`src/sv/ppf_pkg.sv`:
```
`timescale 1ns / 1ps
// Shared types and constants for the printer packet framer.
// No dependencies.
package ppf_pkg;

  typedef enum logic [1:0] {
    OP_HEADER  = 2'd0,
    OP_BODY    = 2'd1,
    OP_TRAILER = 2'd2,
    OP_REPLY   = 2'd3
  } opcode_e;

  localparam logic [7:0] SYNC_FIRST  = 8'h88;
  localparam logic [7:0] SYNC_SECOND = 8'h33;
  localparam logic [7:0] ACK_A       = 8'h80;
  localparam logic [7:0] ACK_B       = 8'h81;

  // beat index of the last result of each item kind
  localparam logic [2:0] HEADER_LAST  = 3'd5;
  localparam logic [2:0] TRAILER_LAST = 3'd3;
  localparam logic [2:0] SINGLE_LAST  = 3'd0;

endpackage

```
`src/sv/printer_packet_framer_unit.sv`:
```
`timescale 1ns / 1ps
// Printer packet framer: turns header/body/trailer/reply items into a byte stream.
// Depends on ppf_pkg.
//
// Usage:
//   Input channel (in_valid_i / in_stall_o) takes one item per accepted edge:
//   header, body byte, trailer or reply check. Output channel
//   (out_valid_o / out_stall_i) delivers one result per accepted edge.
//   A header expands to six results (sync 0x88 0x33, code, flag, length
//   low/high), a trailer to four (checksum low/high, two 0x00 polls), body
//   and reply items to one. last_of_run_o marks the final result of an item.
// The item register, then the output register, lie between an accepted item
//   and its first result on the outputs.
// Throughput: while the receiver does not stall, one result per cycle, set by the
//   single output register; body and reply items then flow at one item per cycle,
//   and a header or trailer holds the input until its last result is handed over.
// The checksum register is updated when an item is accepted; a trailer
//   snapshots it at that moment, so items in flight never disturb it.
// Reset clears the checksum, the item valid flag and beat index and the output valid flag; data fields are not reset.
// When the receiver stalls, the output holds its result and the input stalls
//   once the item register cannot hand over its next result.
module printer_packet_framer_unit (
  input  logic        clk_i,
  input  logic        rst_ni,
  input  logic        in_valid_i,
  output logic        in_stall_o,
  input  logic [1:0]  opcode_i,
  input  logic [3:0]  command_code_i,
  input  logic        compressed_i,
  input  logic [15:0] body_length_i,
  input  logic [7:0]  data_byte_i,
  input  logic [7:0]  reply_byte_i,
  output logic        out_valid_o,
  input  logic        out_stall_i,
  output logic [7:0]  tx_byte_o,
  output logic        tx_valid_o,
  output logic        last_of_run_o,
  output logic        ack_ok_o
);
  import ppf_pkg::*;

  // checksum state
  logic [15:0] sum_q, sum_d;

  // item register: the item being expanded into results
  logic        a_valid_q, a_valid_d;
  opcode_e     a_op_q;
  logic [2:0]  a_beat_q, a_beat_d;
  logic [2:0]  a_last_q;
  logic [3:0]  a_code_q;
  logic        a_comp_q;
  logic [15:0] a_word_q;   // body length, sum snapshot, or data byte
  logic        a_ack_q;

  // output register
  logic        out_valid_q, out_valid_d;
  logic [7:0]  tx_byte_q;
  logic        tx_valid_q, last_q, ack_q;

  logic        in_accept;
  logic        out_free;
  logic        a_advance;
  logic        a_done;
  opcode_e     in_op;
  logic [9:0]  hdr_sum;
  logic [7:0]  beat_byte;
  logic [2:0]  in_last;

  assign in_op     = opcode_e'(opcode_i);
  assign out_free  = !out_valid_q || !out_stall_i;
  assign a_advance = a_valid_q && out_free;
  assign a_done    = a_advance && (a_beat_q == a_last_q);
  assign in_stall_o = a_valid_q && !a_done;
  assign in_accept = in_valid_i && !in_stall_o;

  assign hdr_sum = {6'd0, command_code_i} + {9'd0, compressed_i}
                 + {2'd0, body_length_i[7:0]} + {2'd0, body_length_i[15:8]};

  always_comb begin
    unique case (in_op)
      OP_HEADER:  in_last = HEADER_LAST;
      OP_TRAILER: in_last = TRAILER_LAST;
      default:    in_last = SINGLE_LAST;
    endcase
  end

  // checksum update at acceptance
  always_comb begin
    sum_d = sum_q;
    if (in_accept) begin
      unique case (in_op)
        OP_HEADER: sum_d = {6'd0, hdr_sum};
        OP_BODY:   sum_d = sum_q + {8'd0, data_byte_i};
        default:   sum_d = sum_q;
      endcase
    end
  end

  // item register control
  always_comb begin
    a_valid_d = a_valid_q;
    a_beat_d  = a_beat_q;
    if (a_advance) begin
      a_beat_d = a_beat_q + 3'd1;
    end
    if (a_done) begin
      a_valid_d = 1'b0;
    end
    if (in_accept) begin
      a_valid_d = 1'b1;
      a_beat_d  = 3'd0;
    end
  end

  always_ff @(posedge clk_i or negedge rst_ni) begin
    if (!rst_ni) begin
      sum_q     <= 16'd0;
      a_valid_q <= 1'b0;
      a_beat_q  <= 3'd0;
    end else begin
      sum_q     <= sum_d;
      a_valid_q <= a_valid_d;
      a_beat_q  <= a_beat_d;
    end
  end

  always_ff @(posedge clk_i) begin
    if (in_accept) begin
      a_op_q   <= in_op;
      a_last_q <= in_last;
      a_code_q <= command_code_i;
      a_comp_q <= compressed_i;
      a_ack_q  <= (reply_byte_i == ACK_A) || (reply_byte_i == ACK_B);
      case (in_op)
        OP_HEADER:  a_word_q <= body_length_i;
        OP_BODY:    a_word_q <= {8'd0, data_byte_i};
        default:    a_word_q <= sum_q;
      endcase
    end
  end

  // byte for the current beat
  always_comb begin
    beat_byte = 8'd0;
    case (a_op_q)
      OP_HEADER: begin
        case (a_beat_q)
          3'd0:    beat_byte = SYNC_FIRST;
          3'd1:    beat_byte = SYNC_SECOND;
          3'd2:    beat_byte = {4'd0, a_code_q};
          3'd3:    beat_byte = {7'd0, a_comp_q};
          3'd4:    beat_byte = a_word_q[7:0];
          default: beat_byte = a_word_q[15:8];
        endcase
      end
      OP_BODY: beat_byte = a_word_q[7:0];
      OP_TRAILER: begin
        case (a_beat_q)
          3'd0:    beat_byte = a_word_q[7:0];
          3'd1:    beat_byte = a_word_q[15:8];
          default: beat_byte = 8'd0;
        endcase
      end
      default: beat_byte = 8'd0;
    endcase
  end

  // output register
  always_comb begin
    out_valid_d = out_valid_q;
    if (out_free) begin
      out_valid_d = a_valid_q;
    end
  end

  always_ff @(posedge clk_i or negedge rst_ni) begin
    if (!rst_ni) begin
      out_valid_q <= 1'b0;
    end else begin
      out_valid_q <= out_valid_d;
    end
  end

  always_ff @(posedge clk_i) begin
    if (a_advance) begin
      tx_byte_q  <= beat_byte;
      tx_valid_q <= (a_op_q != OP_REPLY);
      last_q     <= (a_beat_q == a_last_q);
      ack_q      <= (a_op_q == OP_REPLY) && a_ack_q;
    end
  end

  assign out_valid_o   = out_valid_q;
  assign tx_byte_o     = tx_byte_q;
  assign tx_valid_o    = tx_valid_q;
  assign last_of_run_o = last_q;
  assign ack_ok_o      = ack_q;

endmodule

```
`config.mk`:
```
export PLATFORM = sky130hd
export DESIGN_NAME = printer_packet_framer_unit
export DESIGN_NICKNAME = d
export VERILOG_FILES = /design/src/sv/ppf_pkg.sv /design/src/sv/printer_packet_framer_unit.sv
export SDC_FILE = /design/constraint.sdc
export NUM_CORES = 1
export LEC_CHECK = 0
export ABC_AREA = 0
export BUFFER_PORTS_ARGS = -buffer_cell sky130_fd_sc_hd__buf_2
export CAP_MARGIN = 25
export CELL_PAD_IN_SITES_DETAIL_PLACEMENT = 0
export CELL_PAD_IN_SITES_GLOBAL_PLACEMENT = 2
export CORE_UTILIZATION = 33
export CTS_BUF_LIST = sky130_fd_sc_hd__clkbuf_16
export CTS_CLUSTER_SIZE = 8
export DETAILED_ROUTE_END_ITERATION = 12
export PLACE_DENSITY_LB_ADDON = 0.1
export SLEW_MARGIN = 10
export SYNTH_ARGS = -nofsm -noshare
export SYNTH_HDL_FRONTEND = slang
export SYNTH_SLANG_ARGS = --single-unit
```
`constraint.sdc`:
```
create_clock -name clk_i -period 2.15 [get_ports clk_i]
set_clock_uncertainty 0.1 [all_clocks]
set_input_delay 0.3225 -clock clk_i [delete_from_list [all_inputs] [get_ports clk_i]]
set_output_delay 0.3225 -clock clk_i [all_outputs]
set_load 0.05 [all_outputs]
```
; Yosys cells after proc, flatten, opt, wreduce, memory -nomap -nowiden
; Cells that the tools add are included.
[totals]
register_bits = 59
input_bits = 43
word_cells = 60
[classes]
addsub = 5
eq_ne = 13
mux = 10
n_reduce_logical = 18
[ops]
columns = operator, n
row1 = case mux 16 bit (2 select lines), 2
row2 = case mux 8 bit (5 select lines), 1
row3 = case mux 8 bit (3 select lines), 1
row4 = adder 16 x 8 -> 16 bit, 1
row5 = "== test 8 bit, second input constant", 2
row6 = case mux 8 bit (2 select lines), 1
row7 = adder 9 x 8 -> 10 bit, 1
row8 = adder 5 x 8 -> 9 bit, 1
row9 = "== test 2 bit, second input constant", 3
row10 = "== test 3 x 2 -> 1 bit, second input constant", 2
row11 = two-way mux 3 bit, 2
row12 = case mux 3 bit (2 select lines), 1
row13 = nonzero test 2 bit, 3
row14 = adder 4 x 1 -> 5 bit, 1
row15 = logical AND 1 bit, 5
row16 = "== test 2 x 1 -> 1 bit, second input constant", 2
row17 = logical NOT 1 bit, 4
row18 = logical NOT 2 bit, 2
row19 = "adder 3 x 1 -> 3 bit, second input constant", 1
row20 = "== test 3 x 1 -> 1 bit, second input constant", 1
row21 = == test 3 bit, 1
row22 = "== test 3 bit, second input constant", 1
row23 = logical NOT 3 bit, 1
row24 = logical OR 1 bit, 2
row25 = 3 further kinds, 4

; Logic depth before layout (Yosys ltp)
; Gate-level depths: netlist of run 1.
[depth]
word_depth = 9
depth_mapped = 9

; Least setup slack after synthesis of run 1
; OpenSTA, ideal clock, no wires.
[synth_path]
path_kind = reg-to-reg
start = reg out_valid_q (netlist: out_valid_o)
end = reg a_ack_q (enable)
setup_ns = 0.386
arrival_ns = 2.050
required_time_ns = 1.664
setup_slack_ns = -0.386
stages_incl_launch_ff = 4
n_path_buf = 0
period_less_slack_ns = 2.536
path_cell_list = dfrtp_1 -> and2_1 -> o41ai_4 -> and2_1
[synth_via]
elab_chain_cells = 8
[synth_lines]
columns = element, line
row1 = from (decl), printer_packet_framer_unit.sv:56  ; logic out_valid_q, out_valid_d;
row2 = from (signal assigned), printer_packet_framer_unit.sv:180  ; out_valid_q <= out_valid_d;
row3 = logical NOT 1 bit, printer_packet_framer_unit.sv:70  ; assign out_free = !out_valid_q || !out_stall_i;
row4 = logical OR 1 bit, printer_packet_framer_unit.sv:70
row5 = logical AND 1 bit, printer_packet_framer_unit.sv:71  ; assign a_advance = a_valid_q && out_free;
row6 = logical AND 1 bit, printer_packet_framer_unit.sv:72  ; assign a_done = a_advance && (a_beat_q == a_last_q);
row7 = logical NOT 1 bit, printer_packet_framer_unit.sv:73  ; assign in_stall_o = a_valid_q && !a_done;
row8 = logical AND 1 bit, printer_packet_framer_unit.sv:73
row9 = logical NOT 1 bit, printer_packet_framer_unit.sv:74  ; assign in_accept = in_valid_i && !in_stall_o;
row10 = logical AND 1 bit, printer_packet_framer_unit.sv:74
row11 = to (signal assigned), printer_packet_framer_unit.sv:133  ; a_ack_q <= (reply_byte_i == ACK_A) || (reply_byte_i == ACK_B);
row12 = to (decl), printer_packet_framer_unit.sv:53  ; logic a_ack_q;
; Every way passes these cells.
; A chain may end at the register's enable or synchronous reset.

; Worst setup path after layout of run 1
[layout_path]
start = in command_code_i[0]
end = reg sum_q[8]
[layout_via]
elab_chain_cells = 4
[layout_lines]
columns = element, line
row1 = from (decl), printer_packet_framer_unit.sv:28  ; input logic [3:0] command_code_i,
row2 = adder 4 x 1 -> 5 bit, printer_packet_framer_unit.sv:76  ; assign hdr_sum = {6'd0, command_code_i} + {9'd0, compressed_i}
row3 = adder 5 x 8 -> 9 bit, printer_packet_framer_unit.sv:77  ; + {2'd0, body_length_i[7:0]} + {2'd0, body_length_i[15:8]};
row4 = adder 9 x 8 -> 10 bit, printer_packet_framer_unit.sv:77
row5 = case mux 16 bit (2 select lines), printer_packet_framer_unit.sv:91  ; unique case (in_op)
row6 = to (signal assigned), printer_packet_framer_unit.sv:121  ; sum_q <= sum_d;
row7 = to (decl), printer_packet_framer_unit.sv:43  ; logic [15:0] sum_q, sum_d;
; Every way passes these cells.

==> flow_metrics.tcl, run 1 <==
set metrics [dict create \
    p_int_mw 3.938 \
    ir_drop_uv 700.8 \
    dr_total_vias 3384 \
    fillCellCount 1097 \
    clock_path_buffers 2 \
    end_kind "register" \
    setup_ws_ns -0.03902 \
    dieArea_um2 12060 \
    synth-xor-area-share 0.02251 \
    overflow 0 \
    drtPass1Iterations 4 \
    cts_tree "yes" \
    syn_area_per_cell_um2 10.09 \
    period_needed_ns 2.189 \
    hp-class "in -> reg" \
    arrival_ns 2.31 \
    root_buffer "clkbuf_16" \
    final-max-slew-violation-count 0 \
    place.port_buffers 54 \
    ant_nets 0 \
    grt_max_degree 28 \
    pin_count 56 \
    synthArstFlopShare 0.3559 \
    syn_inst 380 \
    min_period_over_period 1.018 \
    ys_seq_area_frac 0.4346 \
    insertion_delay_ns 0.33 \
    via_per_inst 5.066 \
    synth-compound-area-share 0.2219 \
    drtIter0Drc 129 \
    yosys.area_share.adder 0.1129 \
    synth_top_family_by_area "compound AO/OA/AOI/OAI gates" \
    synthMuxAreaShare 0.02610 \
    yosysUniqueCellTypes 62 \
    insertedDiodeCount 0 \
    drive_gt1_frac 0.3924 \
    synthTopCellsByArea "edfxtp_1, dfrtp_1, ha_1" \
    ys.flop_type "edfxtp_1" \
    final_cells 668 \
    yosys.area_share.simple 0.1445 \
    synth_nets 454 \
    rsz0062_at_grt "yes" \
    rows 39 \
    cts_buffers 9 \
    grt_pass1_vias 3360 \
    nets 594 \
    core_um2 11370 \
    yosys-top-cells-count "o21ai_0, edfxtp_1, nand2_1, ha_1, inv_1" \
    dieWidth_um 109.8 \
    p_switching_mw 2.472 \
    final_util 0.4829 \
    pwr-share-comb 0.501 \
    cts-htree-levels 3 \
    place.gp.congestion 0.7981 \
    setup_viol 3 \
    drv_cap 0 \
    antenna_found_initial 0 \
    clk_pin_slew_ns 0.05 \
    outcome "finished, violations left" \
    die_y_um 109.8 \
    crit_chain "buf_6 -> fa_1 -> ha_2 -> inv_2 -> fa_2 -> nor2b_4 -> o311a_1 -> o22ai_1 -> xnor2_1 -> o211a_1" \
    finalPower_mw 6.410 \
    routed_wl_um 11290 \
    synth_top_area_cell "edfxtp_1" \
    cp-start-kind "input port" \
    ys_ff_latch 59 \
    p_clk_frac 0.220 \
    violations "setup timing" \
    hold_viol_final 0 \
    dpl.cell_count 636 \
    wl_per_cell_um 16.90 \
    crit_type "in -> reg" \
    synth_top_area_frac 0.2976 \
    path_max_fanout 3 \
    hold-worst-slack_ns 0.1589 \
    worst-endpoint-required_ns 2.27 \
    seqPwrFrac 0.279 \
    synth_most_common_cell "o21ai_0" \
    cpMaxStageDelayCell "fa_1" \
    p_leak_nw 2.336 \
    yosysWarnings 0 \
    netlist_area_um2 3835 \
    grt_pass1_wl_um 17700 \
    cts_sinks 59 \
    synth-edff-count 38 \
    worst_slew_pin_slew_ns 0.6197 \
    grt_usage 0.2007 \
    fmax_mhz 456.8 \
    syn_to_final_growth_pct 43.16 \
    sw_frac_of_total 0.3856 \
    start_util 0.3373 \
    relSlewSlack 0.5841 \
    slowest_delay_ns 0.55 \
    drc 0 \
    powerDensity_nw_per_um2 1167 \
    hpwl_um 8632 \
]
==> power by group through the flow <==
stage          clock [mW]  combinational [mW]  sequential, mW
6_report             1.41                3.21            1.79
5_1_grt              1.49                3.53            1.83
4_1_cts              1.44                2.94            1.77
3_5_place_dp            0                2.68            1.79
3_3_place_gp            0                2.64            1.78
2_1_floorplan           0                1.46            1.94
==> repair_timing <==
item                                   in CTS  in global routing
endpoints found under the hold margin      21                  0
pin swaps                                  13                 15
hold buffers                                1                  0
setup endpoints to repair                  12                 21
setup buffers                               8                  7
resized for setup                          21                 39
==> kinds of logic (layout without fill, tap and decap cells) <==
kind of cell               after synthesis  after routing
AOI/OAI and AO/OA                      127            127
xor gates and xnor gates                 9              9
adders and majority gates               31             31
buffers and inverters                   36            181
DFF                                     59             59
muxes                                   10             10
and+or+nand+nor                        108            108
==> area by class of cell <==
type	count	area (um^2)	share of cell area
inverters	23	88.84	0.01618
repair buffers	142	978.4	0.1782
multi-input cells	285	2290	0.4170
well taps	143	178.9	0.03259
clock buffers	9	225.2	0.04102
flip-flops and latches	59	1669	0.3040
clock inverters	7	60.06	0.01094
==> state kept, by name (all words and copies together), names as in the netlist <==
register / count
a_word_q: 16
sum_q: 16
tx_byte_o: 8
a_code_q: 4
a_beat_q: 3
a_last_q: 3
a_op_q: 2
a_ack_q: 1
a_comp_q: 1
a_valid_q: 1
ack_ok_o: 1
last_of_run_o: 1
out_valid_o: 1
tx_valid_o: 1
==> worst max-delay path: cells and delay by family <==
family,cells,cell delay [ns]
XOR/XNOR,1,0.13
AO/OA/AOI/OAI,3,0.48
AND/OR/NAND/NOR,1,0.14
adder cells (fa/ha/maj),3,1.10
buffers and inverters,2,0.14
==> cells in the final DEF (no fill, tap or decap), drive strengths merged, types with 10 or more instances in the layout <==
cell type	count
buf	141
o21ai	47
edfxtp	38
nand2	35
ha	25
inv	24
dfrtp	21
a21oi	15
nor2	14
mux2i	10
==> metal layers <==
metal,GRT usage,wire (um)
met1,0.2523,5052
met4,0.06952,216
met3,0.04090,240
met5,0,0
met2,0.3402,5780
==> path summary, 6_finish.rpt <==
kind | depth (start not counted) | slack (ns) | end | startpoint
worst max-delay path | 10 | -0.04 | sum_q[8] | command_code_i[0]
worst min-delay path | 2 | 0.16 | a_code_q[0] | command_code_i[0]
worst max register to register | 8 | -0.03 | sum_q[12] | sum_q[0]
worst min register to register | 2 | 0.46 | sum_q[4] | sum_q[4]
max in group asynchronous | 2 | 1.09 | a_beat_q[0] | rst_ni
min in group asynchronous | 2 | 0.42 | sum_q[0] | rst_ni
==> through the flow <==
stage	setup WS (ns)	area, um^2	setup TNS, ns
after floorplan	-0.2037	3855	-1.929
after detailed placement	-0.4345	4800	-4.008
after global placement	-0.4238	4800	-3.769
final	-0.03902	5490	-0.09373
after CTS	-0.05766	5274	-0.1687
after global routing	-0.1306	5490	-0.7390
(Power assumes the default switching activity.)
==> run 2: changes to the inputs <==
--- a/config.mk
+++ b/config.mk
@@ -10,12 +10,11 @@
 export CAP_MARGIN = 25
 export CELL_PAD_IN_SITES_DETAIL_PLACEMENT = 0
 export CELL_PAD_IN_SITES_GLOBAL_PLACEMENT = 2
-export CORE_UTILIZATION = 33
+export CORE_UTILIZATION = 37
 export CTS_BUF_LIST = sky130_fd_sc_hd__clkbuf_16
 export CTS_CLUSTER_SIZE = 8
 export DETAILED_ROUTE_END_ITERATION = 12
 export PLACE_DENSITY_LB_ADDON = 0.1
-export SLEW_MARGIN = 10
 export SYNTH_ARGS = -nofsm -noshare
 export SYNTH_HDL_FRONTEND = slang
 export SYNTH_SLANG_ARGS = --single-unit
==> constraint.sdc (replaced) <==
create_clock -name clk_i -period 2.5 [get_ports clk_i]
set_clock_uncertainty 0.1 [all_clocks]
set_input_delay 0.5 -clock clk_i [delete_from_list [all_inputs] [get_ports clk_i]]
set_output_delay 0.5 -clock clk_i [all_outputs]
set_load 0.05 [all_outputs]
==> run 2 against run 1 <==
Net effect: the flow now finishes without violations; final cell count down 7.5%; die area down 11%; clock-buffer cell count unchanged; sequential share of layout area up 3.2 points; combinational power down 34%; first-iteration DRC count up 13%; global-route usage down 0.11 points; sequential power down 13%; critical path type is now reg -> out; largest cell class unchanged.
==> flow_metrics.tcl, run 2 (synthesis results as in run 1) <==
set metrics [dict create \
    outcome "complete, no violations" \
    path_max_fanout 5 \
    cts-htree-levels 3 \
    die_y_um 103.8 \
    nets 554 \
    grt_max_degree 28 \
    insertedDiodeCount 0 \
    ant_nets 0 \
    routed_wl_um 10260 \
    period_needed_ns 2.420 \
    hold_viol_final 0 \
    dpl.cell_count 598 \
    p_leak_nw 2.143 \
    ir_drop_uv 483.3 \
    crit_type "reg -> out" \
    drtPass1Iterations 4 \
    place.gp.congestion 0.8447 \
    fmax_mhz 413.2 \
    clock_path_buffers 2 \
    start_util 0.3870 \
    rows 36 \
    powerDensity_nw_per_um2 1018 \
    drv_cap 0 \
    hpwl_um 8142 \
    end_kind "primary output" \
    dieWidth_um 103.8 \
    rsz0062_at_grt "yes" \
    cts_buffers 9 \
    worst-endpoint-required_ns 1.90 \
    final_cell_mix "buf_2, buf_4, o21ai_0, edfxtp_1, nand2_1" \
    relSlewSlack 0.5929 \
    mostFrequentLayoutCell "buf_2" \
    place_ws_ns -0.2977 \
    hp-class "in -> async" \
    syn_to_final_growth_pct 29.53 \
    cts_tree "yes" \
    setup_viol 0 \
    clk_pin_slew_ns 0.06 \
    place.port_buffers 54 \
    setup_ws_ns 0.07972 \
    core_um2 9910 \
    final-max-slew-violation-count 0 \
    overflow 0 \
    grt_pass1_vias 3256 \
    dieArea_um2 10780 \
    grt_pass1_wl_um 16640 \
    arrival_ns 1.82 \
    root_buffer "clkbuf_16" \
    drtIter0Drc 146 \
    worst_slew_pin_slew_ns 0.6107 \
    place_area_um2 4563 \
    insertion_delay_ns 0.33 \
    pin_count 56 \
    antenna_found_initial 0 \
    wl_per_cell_um 16.60 \
    holdBufCountCts 0 \
    grt_usage 0.1995 \
    dr_total_vias 3286 \
    stdcell_area_um2 4967 \
    reg2reg_slack_ns 0.15 \
    via_per_inst 5.317 \
    fin_setup_tns_ns 0 \
    cts_sinks 59 \
    drc 0 \
    min_period_over_period 0.9681 \
    cp-start-kind "register" \
    drive_gt1_frac 0.2804 \
    final_cells 618 \
]
==> run 2: changes by cell type in the layout (fill, tap and decap cells not counted), moves of 3 or more <==
cell and change:
a211oi_1 +3, a21oi_1 +3, a21oi_2 -3, buf_4 -36, ha_1 +8, ha_4 -6, o21ai_0 +10, o21ai_1 -10
==> run 2: report_power, final <==
group,switching [mW],internal (mW),leakage [nW],total (mW)
clock,0.435,0.962,0.168,1.40
combinational,1.23,0.881,1.36,2.11
sequential,0.212,1.33,0.618,1.55
==> run 2: layout make-up <==
type,instances,area [um^2]
multi-input cells,285,2062
inverters,23,86.33
fillers,935,4942
clock inverters,7,107.6
flip-flops and latches,59,1668
clock buffers,9,225.2
well taps,133,166.4
repair buffers,102,651.9
==> run 2: worst max-delay path: stages, from the launching register on <==
cell and delay (ns):
dfrtp_2 0.44, xor2_1 0.22, o41ai_4 0.40, buf_4 0.19
inv_2 0.06, buf_4 0.18
==> run 2: worst paths after layout <==
kind | from | to | cells past startpoint
min in group clk_i | command_code_i[0] | a_code_q[0] | 1
setup / recovery | a_beat_q[0] | in_stall_o | 5
setup reg to reg | sum_q[0] | sum_q[12] | 8
hold reg to reg | sum_q[2] | sum_q[2] | 2
max in group asynchronous | rst_ni | a_beat_q[0] | 1
hold / removal | rst_ni | sum_q[1] | 1
==> run 2: metal layers <==
layer	GRT usage	share of wire
met5	0	0
met4	0.08367	0.021
met3	0.02706	0.026
met2	0.3467	0.50
met1	0.2478	0.45
==> run 2: repair_timing <==
item,4_1_cts,5_1_grt
gates resized for setup,0,11
buffers inserted,1,3
pin swaps,1,8
endpoints found under the setup margin,1,7
==> run 2: stage by stage <==
stage	power [mW]	utilization	hold slack, ns
CTS	5.007	0.4948	0.09281
detailed placement	3.583	0.4605	0.4201
global placement	3.546	0.4605	0.4009
floorplan	2.904	-	0.1044
finish	5.057	0.5013	0.06822
global route	5.377	0.5013	0.1078
==> run 3: changes to the inputs <==
--- a/config.mk
+++ b/config.mk
@@ -10,6 +10,7 @@
 export CAP_MARGIN = 25
 export CELL_PAD_IN_SITES_DETAIL_PLACEMENT = 0
 export CELL_PAD_IN_SITES_GLOBAL_PLACEMENT = 2
+export CORE_ASPECT_RATIO = 0.8
 export CORE_UTILIZATION = 37
 export CTS_BUF_LIST = sky130_fd_sc_hd__clkbuf_16
 export CTS_CLUSTER_SIZE = 8
==> run 3 against run 2 <==
Net effect: combinational power barely moved; sequential share of layout area is 0.49 points higher; register-to-register slack barely moved; die area hardly changed; setup slack lost 0.011 ns; final cell count unchanged; clock-buffer cell count unchanged; design area shrank 1.5%; flip-flop and latch count unchanged; critical path depth is 5 higher; via count increased by 2.3%; critical path type is now in -> reg.
==> flow_metrics.tcl, run 3 (synthesis results as in run 1) <==
set metrics [dict create \
    cpMaxStageDelayCell "fa_1" \
    grt_usage 0.2093 \
    clock_path_buffers 2 \
    final-max-slew-violation-count 0 \
    dpl.cell_count 601 \
    arrival_ns 2.55 \
    min_period_over_period 0.9723 \
    setup_ws_ns 0.06913 \
    setup_viol 0 \
    cts_tree "yes" \
    fin_setup_tns_ns 0 \
    insertion_delay_ns 0.33 \
    die_y_um 93.06 \
    crit_end "sum_q[8]" \
    startpoint "body_length_i[8]" \
    via_per_inst 5.437 \
    cp-start-kind "input port" \
    hpwl_um 8230 \
    crit_chain "buf_8 -> fa_1 -> ha_2 -> inv_2 -> fa_2 -> nor2b_4 -> o311a_1 -> o22ai_2 -> xnor2_1 -> o211a_1" \
    dieWidth_um 115.8 \
    place_ws_ns -0.3106 \
    nets 551 \
    hp-class "in -> async" \
    core_um2 9849 \
    place.gp.congestion 0.8266 \
    cts_buffers 9 \
    grt_pass1_vias 3132 \
    syn_to_final_growth_pct 27.57 \
    drtIter0Drc 223 \
    rsz0062_at_grt "yes" \
    cts-htree-levels 3 \
    ir_drop_uv 418.1 \
    final_cell_mix "buf_2, o21ai_0, buf_4, edfxtp_1, nand2_1" \
    outcome "complete, no violations" \
    crit_family "adder cells" \
    rows 32 \
    place.port_buffers 54 \
    drc 0 \
    reg2reg_slack_ns 0.14 \
    root_buffer "clkbuf_16" \
    fillCellCount 946 \
    end_kind "register" \
    r2r_cells 8 \
    insertedDiodeCount 0 \
    worstReg2RegStart "sum_q[0]" \
    worst-endpoint-required_ns 2.61 \
    grt_max_degree 31 \
    drive_gt1_frac 0.2739 \
    drtPass1Iterations 5 \
    start_util 0.3894 \
    dr_total_vias 3360 \
    path_max_fanout 3 \
    grt_pass1_wl_um 16480 \
    hold-worst-slack_ns 0.04969 \
    ant_nets 0 \
    worst-path-stages 10 \
    worst_slew_pin_slew_ns 0.6670 \
    p_leak_nw 2.109 \
    cts_sinks 59 \
    mostFrequentLayoutCell "buf_2" \
    period_needed_ns 2.431 \
    dieArea_um2 10780 \
    path_buf_inv 2 \
    routed_wl_um 10470 \
    clk_pin_slew_ns 0.05 \
    slowest_delay_ns 0.55 \
    r2r_end "sum_q[12]" \
    pin_count 56 \
    powerDensity_nw_per_um2 988.5 \
    crit_type "in -> reg" \
    final_cells 618 \
    overflow 0 \
    hold_viol_final 0 \
    fmax_mhz 411.4 \
    antenna_found_initial 0 \
    drv_cap 0 \
    relSlewSlack 0.5523 \
    wl_per_cell_um 16.94 \
]
==> run 3: per-layer routing <==
| layer | vias to the layer above | global-route usage | routed length [um] |
|---|---|---|---|
| met4 | 0 | 0.07265 | 134 |
| met2 | 111 | 0.3051 | 4483 |
| met3 | 10 | 0.04796 | 595 |
| li1 | 1623 | - | - |
| met5 | - | 0 | 0 |
| met1 | 1616 | 0.3017 | 5256 |
==> run 3: timing repair <==
item	in CTS	in global routing
endpoints found under the setup margin	1	5
pin swaps	1	8
gates resized for setup	0	9
hold buffers	0	0
buffers inserted	1	0
gates cloned	0	0
==> run 3: per-stage QoR <==
stage | instance area, um^2 | power (mW) | util
finish | 4892 | 4.836 | 0.4967
global route | 4892 | 5.152 | 0.4967
detailed placement | 4567 | 3.607 | 0.4637
floorplan | 3841 | 2.904 | -
CTS | 4860 | 4.838 | 0.4934
global placement | 4567 | 3.581 | 0.4637
==> run 3: how the worst min path moves through the flow <==
stage | endpoint | slack [ns] | depth (start not counted)
after CTS | out_valid_o | 0.05 | 1
after global routing | a_beat_q[0] | 0.08 | 1
after detailed placement | a_beat_q[0] | 0.41 | 1
final | a_beat_q[0] | 0.05 | 1
after global placement | a_beat_q[0] | 0.40 | 1
after floorplan | a_beat_q[0] | 0.10 | 0
==> run 3: where the power goes <==
group	total, mW	switching (mW)	internal [mW]	leakage [nW]
Combinational	2.11	1.24	0.871	1.35
Clock	1.20	0.439	0.758	0.144
Sequential	1.53	0.199	1.33	0.619
==> run 3: final cells by class <==
type,count,area [um^2],share of cell area
flip-flops and latches,59,1667,0.3407
inverters,23,86.33,0.01765
clock inverters,7,60.06,0.01228
clock buffers,9,225.2,0.04604
repair buffers,99,630.6,0.1289
multi-input cells,285,2053,0.4197
well taps,136,170.2,0.03478
==> run 3: worst reg2reg max path, cell delays in order (launching register included) <==
cell       delay, ns
dfrtp_1         0.35
ha_1            0.17
inv_1           0.05
fa_1            0.40
nor2b_2         0.18
o211a_1         0.22
o2111ai_2       0.21
or4_1           0.44
a21oi_1         0.16
